[config.mk]
export PLATFORM = sky130hd
export DESIGN_NAME = three_digit_code_lock_flat
export DESIGN_NICKNAME = d
export VERILOG_FILES = /design/src/rtl/tdcl_pkg.sv /design/src/rtl/tdcl_in_if.sv /design/src/rtl/tdcl_out_if.sv /design/src/rtl/three_digit_code_lock.sv /design/src/flat_wrapper.sv
export SDC_FILE = /design/constraint.sdc
export NUM_CORES = 1
export LEC_CHECK = 0
export BUFFER_PORTS_ARGS = -buffer_cell sky130_fd_sc_hd__buf_2
export CAP_MARGIN = 30
export CORE_ASPECT_RATIO = 1.75
export CORE_MARGIN = 4
export CORE_UTILIZATION = 35
export CTS_BUF_LIST = sky130_fd_sc_hd__clkbuf_8
export CTS_CLUSTER_SIZE = 30
export DETAILED_ROUTE_END_ITERATION = 8
export PLACE_DENSITY = 0.52
export SETUP_SLACK_MARGIN = 0.2
export SLEW_MARGIN = 5
export SYNTH_ARGS = -nofsm -noshare
export SYNTH_HDL_FRONTEND = slang
export SYNTH_SLANG_ARGS = --single-unit
[constraint.sdc]
create_clock -name clk -period 3 [get_ports clk]
set_input_delay 0.75 -clock clk [delete_from_list [all_inputs] [get_ports clk]]
set_output_delay 0.75 -clock clk [all_outputs]
set_load 0.05 [all_outputs]
[src/rtl/tdcl_pkg.sv]
`default_nettype none

package tdcl_pkg;

  localparam int TICKS_PER_MS = 4;
  localparam int CODE_LENGTH  = 3;

  localparam int DIGIT_W     = 4;
  localparam int MS_W        = 16;
  localparam int LAMP_W      = 8;
  localparam int POS_W       = 2;
  localparam int ROUND_W     = 2;
  localparam int CFG_IDX_W   = 3;
  localparam int CFG_DATA_W  = 16;
  localparam int PRESCALE_W  = $clog2(TICKS_PER_MS + 1);

  localparam logic [DIGIT_W-1:0] DIGIT_MAX    = 4'd8;
  localparam logic [ROUND_W-1:0] FLASH_ROUNDS = 2'd3;
  localparam logic [LAMP_W-1:0]  ALL_LIT      = 8'hFF;
  localparam logic [LAMP_W-1:0]  ALL_DARK     = 8'h00;

  localparam logic [MS_W-1:0] DEBOUNCE_MS_RST = 16'd250;
  localparam logic [MS_W-1:0] OPEN_MS_RST     = 16'd3000;
  localparam logic [MS_W-1:0] PAUSE_MS_RST    = 16'd1000;
  localparam logic [MS_W-1:0] FLASH_MS_RST    = 16'd10;

  // register indexes on the configuration port
  localparam logic [CFG_IDX_W-1:0] CFG_CODE_FIRST  = 3'd0;
  localparam logic [CFG_IDX_W-1:0] CFG_CODE_SECOND = 3'd1;
  localparam logic [CFG_IDX_W-1:0] CFG_CODE_THIRD  = 3'd2;
  localparam logic [CFG_IDX_W-1:0] CFG_DEBOUNCE_MS = 3'd3;
  localparam logic [CFG_IDX_W-1:0] CFG_OPEN_MS     = 3'd4;
  localparam logic [CFG_IDX_W-1:0] CFG_PAUSE_MS    = 3'd5;
  localparam logic [CFG_IDX_W-1:0] CFG_FLASH_MS    = 3'd6;

  typedef enum logic [2:0] {
    MODE_IDLE       = 3'd0,
    MODE_DEB_SELECT = 3'd1,
    MODE_DEB_ENTER  = 3'd2,
    MODE_OPEN       = 3'd3,
    MODE_REJ_DARK   = 3'd4,
    MODE_REJ_FLASH  = 3'd5,
    MODE_REJ_PAUSE  = 3'd6
  } mode_t;

  // lamp i lit when the digit is above i
  function automatic logic [LAMP_W-1:0] thermometer(input logic [DIGIT_W-1:0] d);
    logic [LAMP_W-1:0] bits;
    bits = '0;
    for (int i = 0; i < LAMP_W; i++) begin
      bits[i] = (d > DIGIT_W'(i));
    end
    return bits;
  endfunction

endpackage

`default_nettype wire

[src/rtl/tdcl_in_if.sv]
`default_nettype none

interface tdcl_in_if;
  logic valid;
  logic ready;
  logic select_pressed;
  logic enter_pressed;

  modport source (output valid, output select_pressed, output enter_pressed, input ready);
  modport sink   (input valid, input select_pressed, input enter_pressed, output ready);
endinterface

`default_nettype wire

[src/rtl/tdcl_out_if.sv]
`default_nettype none

interface tdcl_out_if;
  logic                          valid;
  logic                          ready;
  logic [tdcl_pkg::LAMP_W-1:0]   lamps;
  logic                          unlocked;
  logic                          rejecting;
  logic [tdcl_pkg::POS_W-1:0]    digits_entered;
  logic [tdcl_pkg::DIGIT_W-1:0]  current_digit;

  modport source (output valid, output lamps, output unlocked, output rejecting,
                  output digits_entered, output current_digit, input ready);
  modport sink   (input valid, input lamps, input unlocked, input rejecting,
                  input digits_entered, input current_digit, output ready);
endinterface

`default_nettype wire

[src/rtl/three_digit_code_lock.sv]
// Three-digit combination lock, stepped by a timer tick.
// in_if  : one item per timer tick, carrying the sampled select and enter buttons.
// out_if : one item per accepted tick: lamps, unlocked, rejecting, digits
//          entered so far and the digit currently selected.
// cfg_*  : write-only register port (code digits and the four delays in ms);
//          write only while no tick item is outstanding.
// Each tick updates the lock state in the cycle it is accepted and its item is
// held in the output register from the next cycle on; the lock takes one item
// per cycle while the receiver does not stall. The only loop is the state update
// (prescaler compare/decrement and the ms down-counter).
// in_if.ready is high while the output register is empty or being drained,
// so a stalled receiver holds exactly one item and back-pressures the ticks.
// Delays count TICKS_PER_MS ticks per ms; buttons are ignored while one runs.
// Reset (rst_n low, synchronous) returns the lock to idle with lamps dark and
// the registers to their defaults, and empties the output register.
`default_nettype none

module three_digit_code_lock (
  input  wire                               clk,
  input  wire                               rst_n,
  tdcl_in_if.sink                           in_if,
  tdcl_out_if.source                        out_if,
  input  wire                               cfg_we,
  input  wire [tdcl_pkg::CFG_IDX_W-1:0]     cfg_index,
  input  wire [tdcl_pkg::CFG_DATA_W-1:0]    cfg_wdata
);

  localparam int DW = tdcl_pkg::DIGIT_W;
  localparam int MW = tdcl_pkg::MS_W;
  localparam int PW = tdcl_pkg::PRESCALE_W;
  localparam int NE = tdcl_pkg::CODE_LENGTH - 1;

  // configuration
  logic [DW-1:0] code_r [tdcl_pkg::CODE_LENGTH];
  logic [MW-1:0] debounce_ms_r, open_ms_r, pause_ms_r, flash_ms_r;

  // lock state
  tdcl_pkg::mode_t                 mode_r, mode_nxt;
  logic [PW-1:0]                   prescale_r, prescale_nxt;
  logic [MW-1:0]                   remain_r, remain_nxt;
  logic [DW-1:0]                   selected_r, selected_nxt;
  logic [tdcl_pkg::POS_W-1:0]      position_r, position_nxt;
  // the last digit is compared straight from the selection, never stored
  logic [DW-1:0]                   entered_r [NE];
  logic [DW-1:0]                   entered_nxt [NE];
  logic [tdcl_pkg::ROUND_W-1:0]    round_r, round_nxt;
  logic [tdcl_pkg::LAMP_W-1:0]     lamp_r, lamp_nxt;

  // output register
  logic                            out_valid_r;
  logic [tdcl_pkg::LAMP_W-1:0]     out_lamps_r;
  logic                            out_unlocked_r;
  logic                            out_rejecting_r;
  logic [tdcl_pkg::POS_W-1:0]      out_digits_r;
  logic [DW-1:0]                   out_digit_r;

  logic accept;
  logic match;
  logic [tdcl_pkg::ROUND_W-1:0] round_inc;

  assign in_if.ready = !out_valid_r || out_if.ready;
  assign accept      = in_if.valid && in_if.ready;

  always_comb begin
    match = (selected_r == code_r[tdcl_pkg::CODE_LENGTH-1]);
    for (int i = 0; i < NE; i++) begin
      if (entered_r[i] != code_r[i]) match = 1'b0;
    end
  end

  assign round_inc = round_r + tdcl_pkg::ROUND_W'(1);

  always_comb begin
    mode_nxt     = mode_r;
    prescale_nxt = prescale_r;
    remain_nxt   = remain_r;
    selected_nxt = selected_r;
    position_nxt = position_r;
    entered_nxt  = entered_r;
    round_nxt    = round_r;
    lamp_nxt     = lamp_r;

    if (mode_r == tdcl_pkg::MODE_IDLE) begin
      if (in_if.select_pressed) begin
        mode_nxt     = tdcl_pkg::MODE_DEB_SELECT;
        prescale_nxt = PW'(tdcl_pkg::TICKS_PER_MS);
        remain_nxt   = debounce_ms_r;
      end else if (in_if.enter_pressed) begin
        mode_nxt     = tdcl_pkg::MODE_DEB_ENTER;
        prescale_nxt = PW'(tdcl_pkg::TICKS_PER_MS);
        remain_nxt   = debounce_ms_r;
      end
    end else if (prescale_r > PW'(1)) begin
      prescale_nxt = prescale_r - PW'(1);
    end else begin
      prescale_nxt = PW'(tdcl_pkg::TICKS_PER_MS);
      if (remain_r > MW'(1)) begin
        remain_nxt = remain_r - MW'(1);
      end else begin
        // delay ends: take the completion action
        remain_nxt = '0;
        case (mode_r)
          tdcl_pkg::MODE_DEB_SELECT: begin
            selected_nxt = (selected_r < tdcl_pkg::DIGIT_MAX) ? selected_r + DW'(1) : '0;
            mode_nxt     = tdcl_pkg::MODE_IDLE;
            lamp_nxt     = tdcl_pkg::thermometer(selected_nxt);
          end
          tdcl_pkg::MODE_DEB_ENTER: begin
            selected_nxt = '0;
            if (position_r == tdcl_pkg::POS_W'(tdcl_pkg::CODE_LENGTH - 1)) begin
              position_nxt = '0;
              for (int i = 0; i < NE; i++) entered_nxt[i] = '0;
              if (match) begin
                mode_nxt = tdcl_pkg::MODE_OPEN;
                remain_nxt = open_ms_r;
                lamp_nxt = tdcl_pkg::ALL_LIT;
              end else begin
                round_nxt = '0;
                mode_nxt = tdcl_pkg::MODE_REJ_DARK;
                remain_nxt = pause_ms_r;
                lamp_nxt = tdcl_pkg::ALL_DARK;
              end
            end else begin
              for (int i = 0; i < NE; i++) begin
                if (position_r == tdcl_pkg::POS_W'(i)) entered_nxt[i] = selected_r;
              end
              position_nxt = position_r + tdcl_pkg::POS_W'(1);
              mode_nxt     = tdcl_pkg::MODE_IDLE;
              lamp_nxt     = tdcl_pkg::thermometer('0);
            end
          end
          tdcl_pkg::MODE_REJ_DARK: begin
            mode_nxt   = tdcl_pkg::MODE_REJ_FLASH;
            remain_nxt = flash_ms_r;
            lamp_nxt   = tdcl_pkg::ALL_LIT;
          end
          tdcl_pkg::MODE_REJ_FLASH: begin
            mode_nxt   = tdcl_pkg::MODE_REJ_PAUSE;
            remain_nxt = pause_ms_r;
            lamp_nxt   = tdcl_pkg::ALL_DARK;
          end
          tdcl_pkg::MODE_REJ_PAUSE: begin
            if (round_inc < tdcl_pkg::FLASH_ROUNDS) begin
              round_nxt  = round_inc;
              mode_nxt   = tdcl_pkg::MODE_REJ_FLASH;
              remain_nxt = flash_ms_r;
              lamp_nxt   = tdcl_pkg::ALL_LIT;
            end else begin
              round_nxt = '0;
              mode_nxt  = tdcl_pkg::MODE_IDLE;
              lamp_nxt  = tdcl_pkg::thermometer(selected_r);
            end
          end
          default: begin
            // open display ends
            mode_nxt = tdcl_pkg::MODE_IDLE;
            lamp_nxt = tdcl_pkg::thermometer(selected_r);
          end
        endcase
      end
    end
  end

  always_ff @(posedge clk) begin
    if (!rst_n) begin
      for (int i = 0; i < tdcl_pkg::CODE_LENGTH; i++) code_r[i] <= '0;
      debounce_ms_r <= tdcl_pkg::DEBOUNCE_MS_RST;
      open_ms_r     <= tdcl_pkg::OPEN_MS_RST;
      pause_ms_r    <= tdcl_pkg::PAUSE_MS_RST;
      flash_ms_r    <= tdcl_pkg::FLASH_MS_RST;
    end else if (cfg_we) begin
      case (cfg_index)
        tdcl_pkg::CFG_CODE_FIRST:  code_r[0] <= cfg_wdata[DW-1:0];
        tdcl_pkg::CFG_CODE_SECOND: code_r[1] <= cfg_wdata[DW-1:0];
        tdcl_pkg::CFG_CODE_THIRD:  code_r[2] <= cfg_wdata[DW-1:0];
        tdcl_pkg::CFG_DEBOUNCE_MS: debounce_ms_r <= cfg_wdata[MW-1:0];
        tdcl_pkg::CFG_OPEN_MS:     open_ms_r     <= cfg_wdata[MW-1:0];
        tdcl_pkg::CFG_PAUSE_MS:    pause_ms_r    <= cfg_wdata[MW-1:0];
        tdcl_pkg::CFG_FLASH_MS:    flash_ms_r    <= cfg_wdata[MW-1:0];
        default: ;
      endcase
    end
  end

  always_ff @(posedge clk) begin
    if (!rst_n) begin
      mode_r     <= tdcl_pkg::MODE_IDLE;
      prescale_r <= PW'(tdcl_pkg::TICKS_PER_MS);
      remain_r   <= '0;
      selected_r <= '0;
      position_r <= '0;
      for (int i = 0; i < NE; i++) entered_r[i] <= '0;
      round_r    <= '0;
      lamp_r     <= tdcl_pkg::ALL_DARK;
    end else if (accept) begin
      mode_r     <= mode_nxt;
      prescale_r <= prescale_nxt;
      remain_r   <= remain_nxt;
      selected_r <= selected_nxt;
      position_r <= position_nxt;
      entered_r  <= entered_nxt;
      round_r    <= round_nxt;
      lamp_r     <= lamp_nxt;
    end
  end

  always_ff @(posedge clk) begin
    if (!rst_n) begin
      out_valid_r <= 1'b0;
    end else if (accept) begin
      out_valid_r <= 1'b1;
    end else if (out_if.ready) begin
      out_valid_r <= 1'b0;
    end
  end

  always_ff @(posedge clk) begin
    if (accept) begin
      out_lamps_r     <= lamp_nxt;
      out_unlocked_r  <= (mode_nxt == tdcl_pkg::MODE_OPEN);
      out_rejecting_r <= (mode_nxt == tdcl_pkg::MODE_REJ_DARK) ||
                         (mode_nxt == tdcl_pkg::MODE_REJ_FLASH) ||
                         (mode_nxt == tdcl_pkg::MODE_REJ_PAUSE);
      out_digits_r    <= position_nxt;
      out_digit_r     <= selected_nxt;
    end
  end

  assign out_if.valid          = out_valid_r;
  assign out_if.lamps          = out_lamps_r;
  assign out_if.unlocked       = out_unlocked_r;
  assign out_if.rejecting      = out_rejecting_r;
  assign out_if.digits_entered = out_digits_r;
  assign out_if.current_digit  = out_digit_r;

endmodule

`default_nettype wire

[src/flat_wrapper.sv]
// flat-port wrapper written by rule: the top's interface ports become plain ports
module three_digit_code_lock_flat 
  (clk, rst_n, cfg_we, cfg_index, cfg_wdata, in_if_valid, in_if_select_pressed, in_if_enter_pressed, in_if_ready, out_if_valid, out_if_lamps, out_if_unlocked, out_if_rejecting, out_if_digits_entered, out_if_current_digit, out_if_ready);
  tdcl_in_if in_if_i ();
  tdcl_out_if out_if_i ();
  input  wire clk;
  input  wire rst_n;
  input  wire cfg_we;
  input  wire [tdcl_pkg::CFG_IDX_W-1:0] cfg_index;
  input  wire [tdcl_pkg::CFG_DATA_W-1:0] cfg_wdata;
  input wire logic [$bits(in_if_i.valid)-1:0] in_if_valid;
  input wire logic [$bits(in_if_i.select_pressed)-1:0] in_if_select_pressed;
  input wire logic [$bits(in_if_i.enter_pressed)-1:0] in_if_enter_pressed;
  output wire logic [$bits(in_if_i.ready)-1:0] in_if_ready;
  output wire logic [$bits(out_if_i.valid)-1:0] out_if_valid;
  output wire logic [$bits(out_if_i.lamps)-1:0] out_if_lamps;
  output wire logic [$bits(out_if_i.unlocked)-1:0] out_if_unlocked;
  output wire logic [$bits(out_if_i.rejecting)-1:0] out_if_rejecting;
  output wire logic [$bits(out_if_i.digits_entered)-1:0] out_if_digits_entered;
  output wire logic [$bits(out_if_i.current_digit)-1:0] out_if_current_digit;
  input wire logic [$bits(out_if_i.ready)-1:0] out_if_ready;
  assign in_if_i.valid = in_if_valid;
  assign in_if_i.select_pressed = in_if_select_pressed;
  assign in_if_i.enter_pressed = in_if_enter_pressed;
  assign in_if_ready = in_if_i.ready;
  assign out_if_valid = out_if_i.valid;
  assign out_if_lamps = out_if_i.lamps;
  assign out_if_unlocked = out_if_i.unlocked;
  assign out_if_rejecting = out_if_i.rejecting;
  assign out_if_digits_entered = out_if_i.digits_entered;
  assign out_if_current_digit = out_if_i.current_digit;
  assign out_if_i.ready = out_if_ready;
  three_digit_code_lock u_core (.clk(clk), .rst_n(rst_n), .in_if(in_if_i), .out_if(out_if_i), .cfg_we(cfg_we), .cfg_index(cfg_index), .cfg_wdata(cfg_wdata));
endmodule
# Word-level counts from Yosys, hierarchy flattened

Memories as Yosys holds them, arrays and structs flattened.
Index checks and enable logic that the tools add are counted.

Eq/ne operators: 24
Multiplexer cells: 66
$lt $le $gt $ge: 20
Reductions and logical operators: 21
Bitwise logic cells: 6
Add/sub/neg operators: 5

Operators with widths:

| operator                | number |
|---|---|
| $mux W16                | 8 |
| $pmux W16 S4            | 1 |
| $mux W8                 | 7 |
| $pmux W8 S5             | 1 |
| $mux W3                 | 12 |
| $mux W4                 | 9 |
| $gt A4 B3 Y1 const B    | 8 |
| $eq A3 B3 Y1 const B    | 9 |
| $mux W1                 | 17 |
| $gt A16 B1 Y1 const B   | 1 |
| $gt A4 B1 Y1 const B    | 4 |
| $gt A4 B2 Y1 const B    | 4 |
| $mux W2                 | 8 |
| $sub A16 B1 Y16 const B | 1 |
| $eq A3 B2 Y1 const B    | 4 |
| $pmux W3 S4             | 1 |
| $reduce_and A6 Y1       | 2 |
| $reduce_and A2 Y1       | 5 |
| $ne A4 B4 Y1            | 2 |
| $pmux W4 S2             | 1 |
| $reduce_bool A2 Y1      | 4 |
| $reduce_and A7 Y1       | 1 |
| $eq A3 B1 Y1 const B    | 2 |
| $logic_not A3 Y1        | 2 |
| other kinds (20)        | 28 |

Memories kept: 1
Word-level logic and storage cells: 162
Register bits after elaboration: 127
Bits in writable memories: 12

Memories:

| memory        | words | width | rd ports | clocked after memory_dff | wr ports | line                        | RTL |
|---|---|---|---|---|---|---|---|
| u_core.code_r | 3     | 4     | 3        | 0                        | 3        | three_digit_code_lock.sv:34 | `logic [DW-1:0] code_r [tdcl_pkg::CODE_LENGTH];` |

# Logic depth before layout (Yosys ltp)

Depth after elaboration: 12
Gate-level depth with buffers: 11
Mapped depth without buffers: 8

# Worst setup path after synthesis

Ideal clock, no wire load.

Path type: in2reg
Start: in out_if_ready
End: reg u_core.remain_r[15]
Path buffers: 1
Slack: 0.174 ns
Stages: 8
Data arrival time: 2.707 ns
Cell sequence: nand2b_1 > nand2_1 > inv_1 > clkbuf_1 > a21oi_1 > o21ai_0 > o211ai_1 > a2bb2oi_1

Longest elaborated chain between the ends: 3

Ends and longest elaborated chain:

| item                               | line                         | RTL |
|---|---|---|
| start: declaration                 | flat_wrapper.sv:21           | `input wire logic [$bits(out_if_i.ready)-1:0] out_if_ready;` |
| $logic_or A1 B1 Y1                 | three_digit_code_lock.sv:61  | `assign in_if.ready = !out_valid_r \|\| out_if.ready;` |
| $logic_and A1 B1 Y1                | three_digit_code_lock.sv:62  | `assign accept = in_if.valid && in_if.ready;` |
| net u_core.accept                  | three_digit_code_lock.sv:57  | `logic accept;` |
| $reduce_and A3 Y1 (no source line) | -                            |  |
| end signal: assignment             | three_digit_code_lock.sv:198 | `remain_r <= remain_nxt;` |
| end: declaration                   | three_digit_code_lock.sv:40  | `logic [MW-1:0] remain_r, remain_nxt;` |

The timed path passes the listed nets, and every way through them passes these cells.
A chain may end at the register's enable or synchronous reset.

# Worst setup path after layout

Start: reg u_core.remain_r[7]
End: reg u_core.out_lamps_r, in the netlist u_core.out_if.lamps[4], data pin

Longest elaborated chain between the ends: 4

Ends and longest elaborated chain:

| item                         | line                         | RTL |
|---|---|---|
| $gt A16 B1 Y1                | three_digit_code_lock.sv:97  | `if (remain_r > MW'(1)) begin` |
| $mux W8                      | three_digit_code_lock.sv:97  |  |
| $mux W8                      | three_digit_code_lock.sv:93  | `end else if (prescale_r > PW'(1)) begin` |
| $mux W8                      | three_digit_code_lock.sv:83  | `if (mode_r == tdcl_pkg::MODE_IDLE) begin` |
| net u_core.lamp_nxt, one bit | three_digit_code_lock.sv:47  | `logic [tdcl_pkg::LAMP_W-1:0] lamp_r, lamp_nxt;` |
| end signal: assignment       | three_digit_code_lock.sv:219 | `out_lamps_r <= lamp_nxt;` |
| end: declaration             | three_digit_code_lock.sv:51  | `logic [tdcl_pkg::LAMP_W-1:0] out_lamps_r;` |

The timed path passes the listed nets, and every way through them passes these cells.

==> run_results.csv <==
group,metric,value,unit
outcome,status,"complete, no violations",
routing,ant_nets,0,
finish,fin_area,7674,sq um
global_routing,grt_max_degree,34,
clock_tree,clockRootBuffer,"clkbuf_8",
clock_tree,cts_setup_buffers,0,
placed_design,gp_congestion,0.8798,
yosys,ys_ff_latch,139,
pwr,finalPower,4.392,mW
worst_setup_path,cp.arrival,2.93,ns
yosys,synthCells,802,
timing,hold_slack,0.4570,ns
yosys,synthFlopType,"dfxtp_1",
timing,finClkSkew,0.01206,ns
routing,drt_drc_violations_left,0,
finish,area_growth,14.02,%
die,start_util,35.90,%
yosys,yosysUniqueCellTypes,65,
finish,final_common_cell,"nand2_1",
clock_tree,cts_max_level,4,
timing,tightest_slew,0.7472,ns
timing,rsz0062_at_grt,"no",
timing,tns,0,ns
routing,drt-initial-drc-count,370,
placed_design,pre_cts_ws,0.2885,ns
clock_tree,clk_latency,0.45,ns
clock_tree,clk_pin_slew,0.09,ns
yosys,syn_nets,839,
yosys,synth-edff-count,28,
timing,slew_headroom,50.19,%
finish,multi_input_area,3436,sq um
placed_design,dp_hpwl,15.39,mm
pwr,vdd_drop_max,0.3054,mV
timing,setup_violations,0,
yosys,avgSynthCellArea,8.392,sq um
timing,clock.fmax,368.8,MHz
finish,layout-drive-gt1-share,14.32,%
placed_design,portBuffers,43,
yosys,async_reset_ff_share,0,%
die,floorplan.die.width,112.8,um
worst_setup_path,worstSetupEndpointType,"flip-flop",
yosys,seq_area_frac_synth,45.51,%
pwr,leakagePower,2.889,nW
finish,final_cells,1097,
global_routing,grt_pass1_wl,33.20,mm
pwr,power_density,572.3,nW/um^2
finish,layout.nets,884,
routing,routedWlPerCell,18.92,um
timing,finalCritPeriodShare,90.38,%
global_routing,gr-total-overflow,0,
worst_setup_path,start_kind,"flip-flop",
finish,fillCellCount,1871,
global_routing,antenna_found_initial,0,
routing,drt-vias-per-instance,5.626,
worst_setup_path,cp.required,3.22,ns
yosys,yosysWarnings,0,
clock_tree,cts_buffers,17,
global_routing,globalRouteTotalUtil,19.57,%
placed_design,dp.cells,1066,
clock_tree,clock_sinks,139,
timing,layout_setup_ws,0.2887,ns
finish,num_antenna_cells,0,
die,rows,66,
flow_run,cap_violations,0,
worst_setup_path,crit_fanout,6,
worst_setup_path,ff2ff_setup_slack,0.29,ns
min_path,hp-class,"reg2reg",
clock_tree,cts_tree,"built",
clock_tree,hold_buffers,0,
die,ios,44,
timing,hold_viol_final,0,
clock_tree,clockBufferDepth,2,
finish,seq_area,3063,sq um
routing,num_vias,6172,
finish,post-route-util,40.94,%
timing,report.final.slew_viol_count,0,
finish,final_cell_mix,"nand2_1 (173), dfxtp_1 (111), a21oi_1 (77), nor2_1 (47), buf_2 (43)",
routing,wirelength,20.75,mm
die,die_h,191.4,um
global_routing,grt_pass1_vias,6167,
placed_design,dpl_cell_area,7297,sq um
die,die-area,21600,sq um
worst_setup_path,worstSetupPathType,"reg2reg",
die,core,18750,sq um
yosys,syn_area,6730,sq um
timing,layout_min_cycle_time,2.711,ns
routing,drt_pass1_iterations,6,
-- where the power goes --
part / internal (mW) / switching (mW)
registers: 1.98 / 0.0763
logic: 0.318 / 0.556
clock network: 0.677 / 0.780
total: 2.98 / 1.41
-- timing repair --
item	in CTS	in global routing
resized for setup	0	2
endpoints found under the hold margin	0	0
setup endpoints to repair	0	3
-- worst paths after layout --
check                                                      start                               end  cells after the start
worst max-delay path             u_core.remain_r[7]$_SDFFE_PN0P_  u_core.out_if.lamps[4]$_DFFE_PP_                      6
worst min register to register  u_core.open_ms_r[6]$_SDFFE_PN0P_  u_core.open_ms_r[6]$_SDFFE_PN0P_                      2
worst min-delay path            u_core.open_ms_r[6]$_SDFFE_PN0P_  u_core.open_ms_r[6]$_SDFFE_PN0P_                      2
worst max register to register   u_core.remain_r[7]$_SDFFE_PN0P_  u_core.out_if.lamps[4]$_DFFE_PP_                      6
-- registers in the layout, summed over array words and instances (netlist names) --
name and flops:
u_core.round_r 2, u_core.code_r 12, u_core.position_r 2, u_core.open_ms_r 16, u_core.remain_r 16, u_core.lamp_r 8, u_core.out_if.lamps 8, u_core.prescale_r 3
u_core.out_if.valid 1, u_core.out_if.unlocked 1, u_core.entered_r 8, u_core.selected_r 4, u_core.debounce_ms_r 16, u_core.pause_ms_r 16, u_core.out_if.digits_entered 2, u_core.out_if.current_digit 4
u_core.flash_ms_r 16, u_core.mode_r 3, u_core.out_if.rejecting 1
-- cells in the mapped netlist (all sizes together) (5+ instances only) --
cell type  number  area share, %
nand2         173            9.6
dfxtp         111             33
a21oi          77            5.7
nor2           47            2.6
clkbuf         43            2.4
o21ai          43            3.2
nand3          33            2.5
edfxtp         28             12
inv            15           0.84
xnor2          14            1.8
nor3           12           0.97
ha             11            2.0
a22oi          10            1.1
and2           10           0.93
o211ai         10            1.1
o31ai          10            1.1
mux2i           9            1.3
or3             9           0.84
a221oi          8            1.0
a22o            8            1.0
a31oi           8           0.74
and3            7           0.65
nand2b          7           0.65
nor2b           7           0.65
a211oi          6           0.67
buf             6           0.45
nand4           6           0.56
or4             6           0.78
nor4            5            1.0
-- critical path: stages, from the launching register on --
cell and delay [ns]:
dfxtp_1 0.37, or4_4 0.58, nor4_4 0.31, nand4_1 0.20
or4_4 0.60, a221o_1 0.30, o21a_1 0.11
-- cells by family (layout without fill, tap and decap cells) --
family	Yosys count	in the layout	share of synthesized area [%]
fa+ha+maj	12	12	2.194
mux	11	11	1.673
flops	139	139	45.51
buf+inv	64	121	3.681
simple gates	334	334	23.15
compound gates	226	226	21.71
xor+xnor	16	16	2.082
-- routing by layer --
layer / wire length (um) / track usage (%) / vias up
met3: 795 / 3.263 / 56
met1: 7772 / 20.02 / 2946
li1: - / - / 2964
met4: 880 / 9.995 / 0
met2: 11310 / 37.40 / 206
met5: 0 / 0 / -
-- final cells by class --
cell class	count	share of cell area [%]
inverter	15	0.7337
sequential	139	39.92
timing repair buffer	75	5.935
clock inverter	13	1.533
multi-input combinational	599	44.77
clock buffer	18	3.228
tap	238	3.881
(Power assumes the default switching activity.)
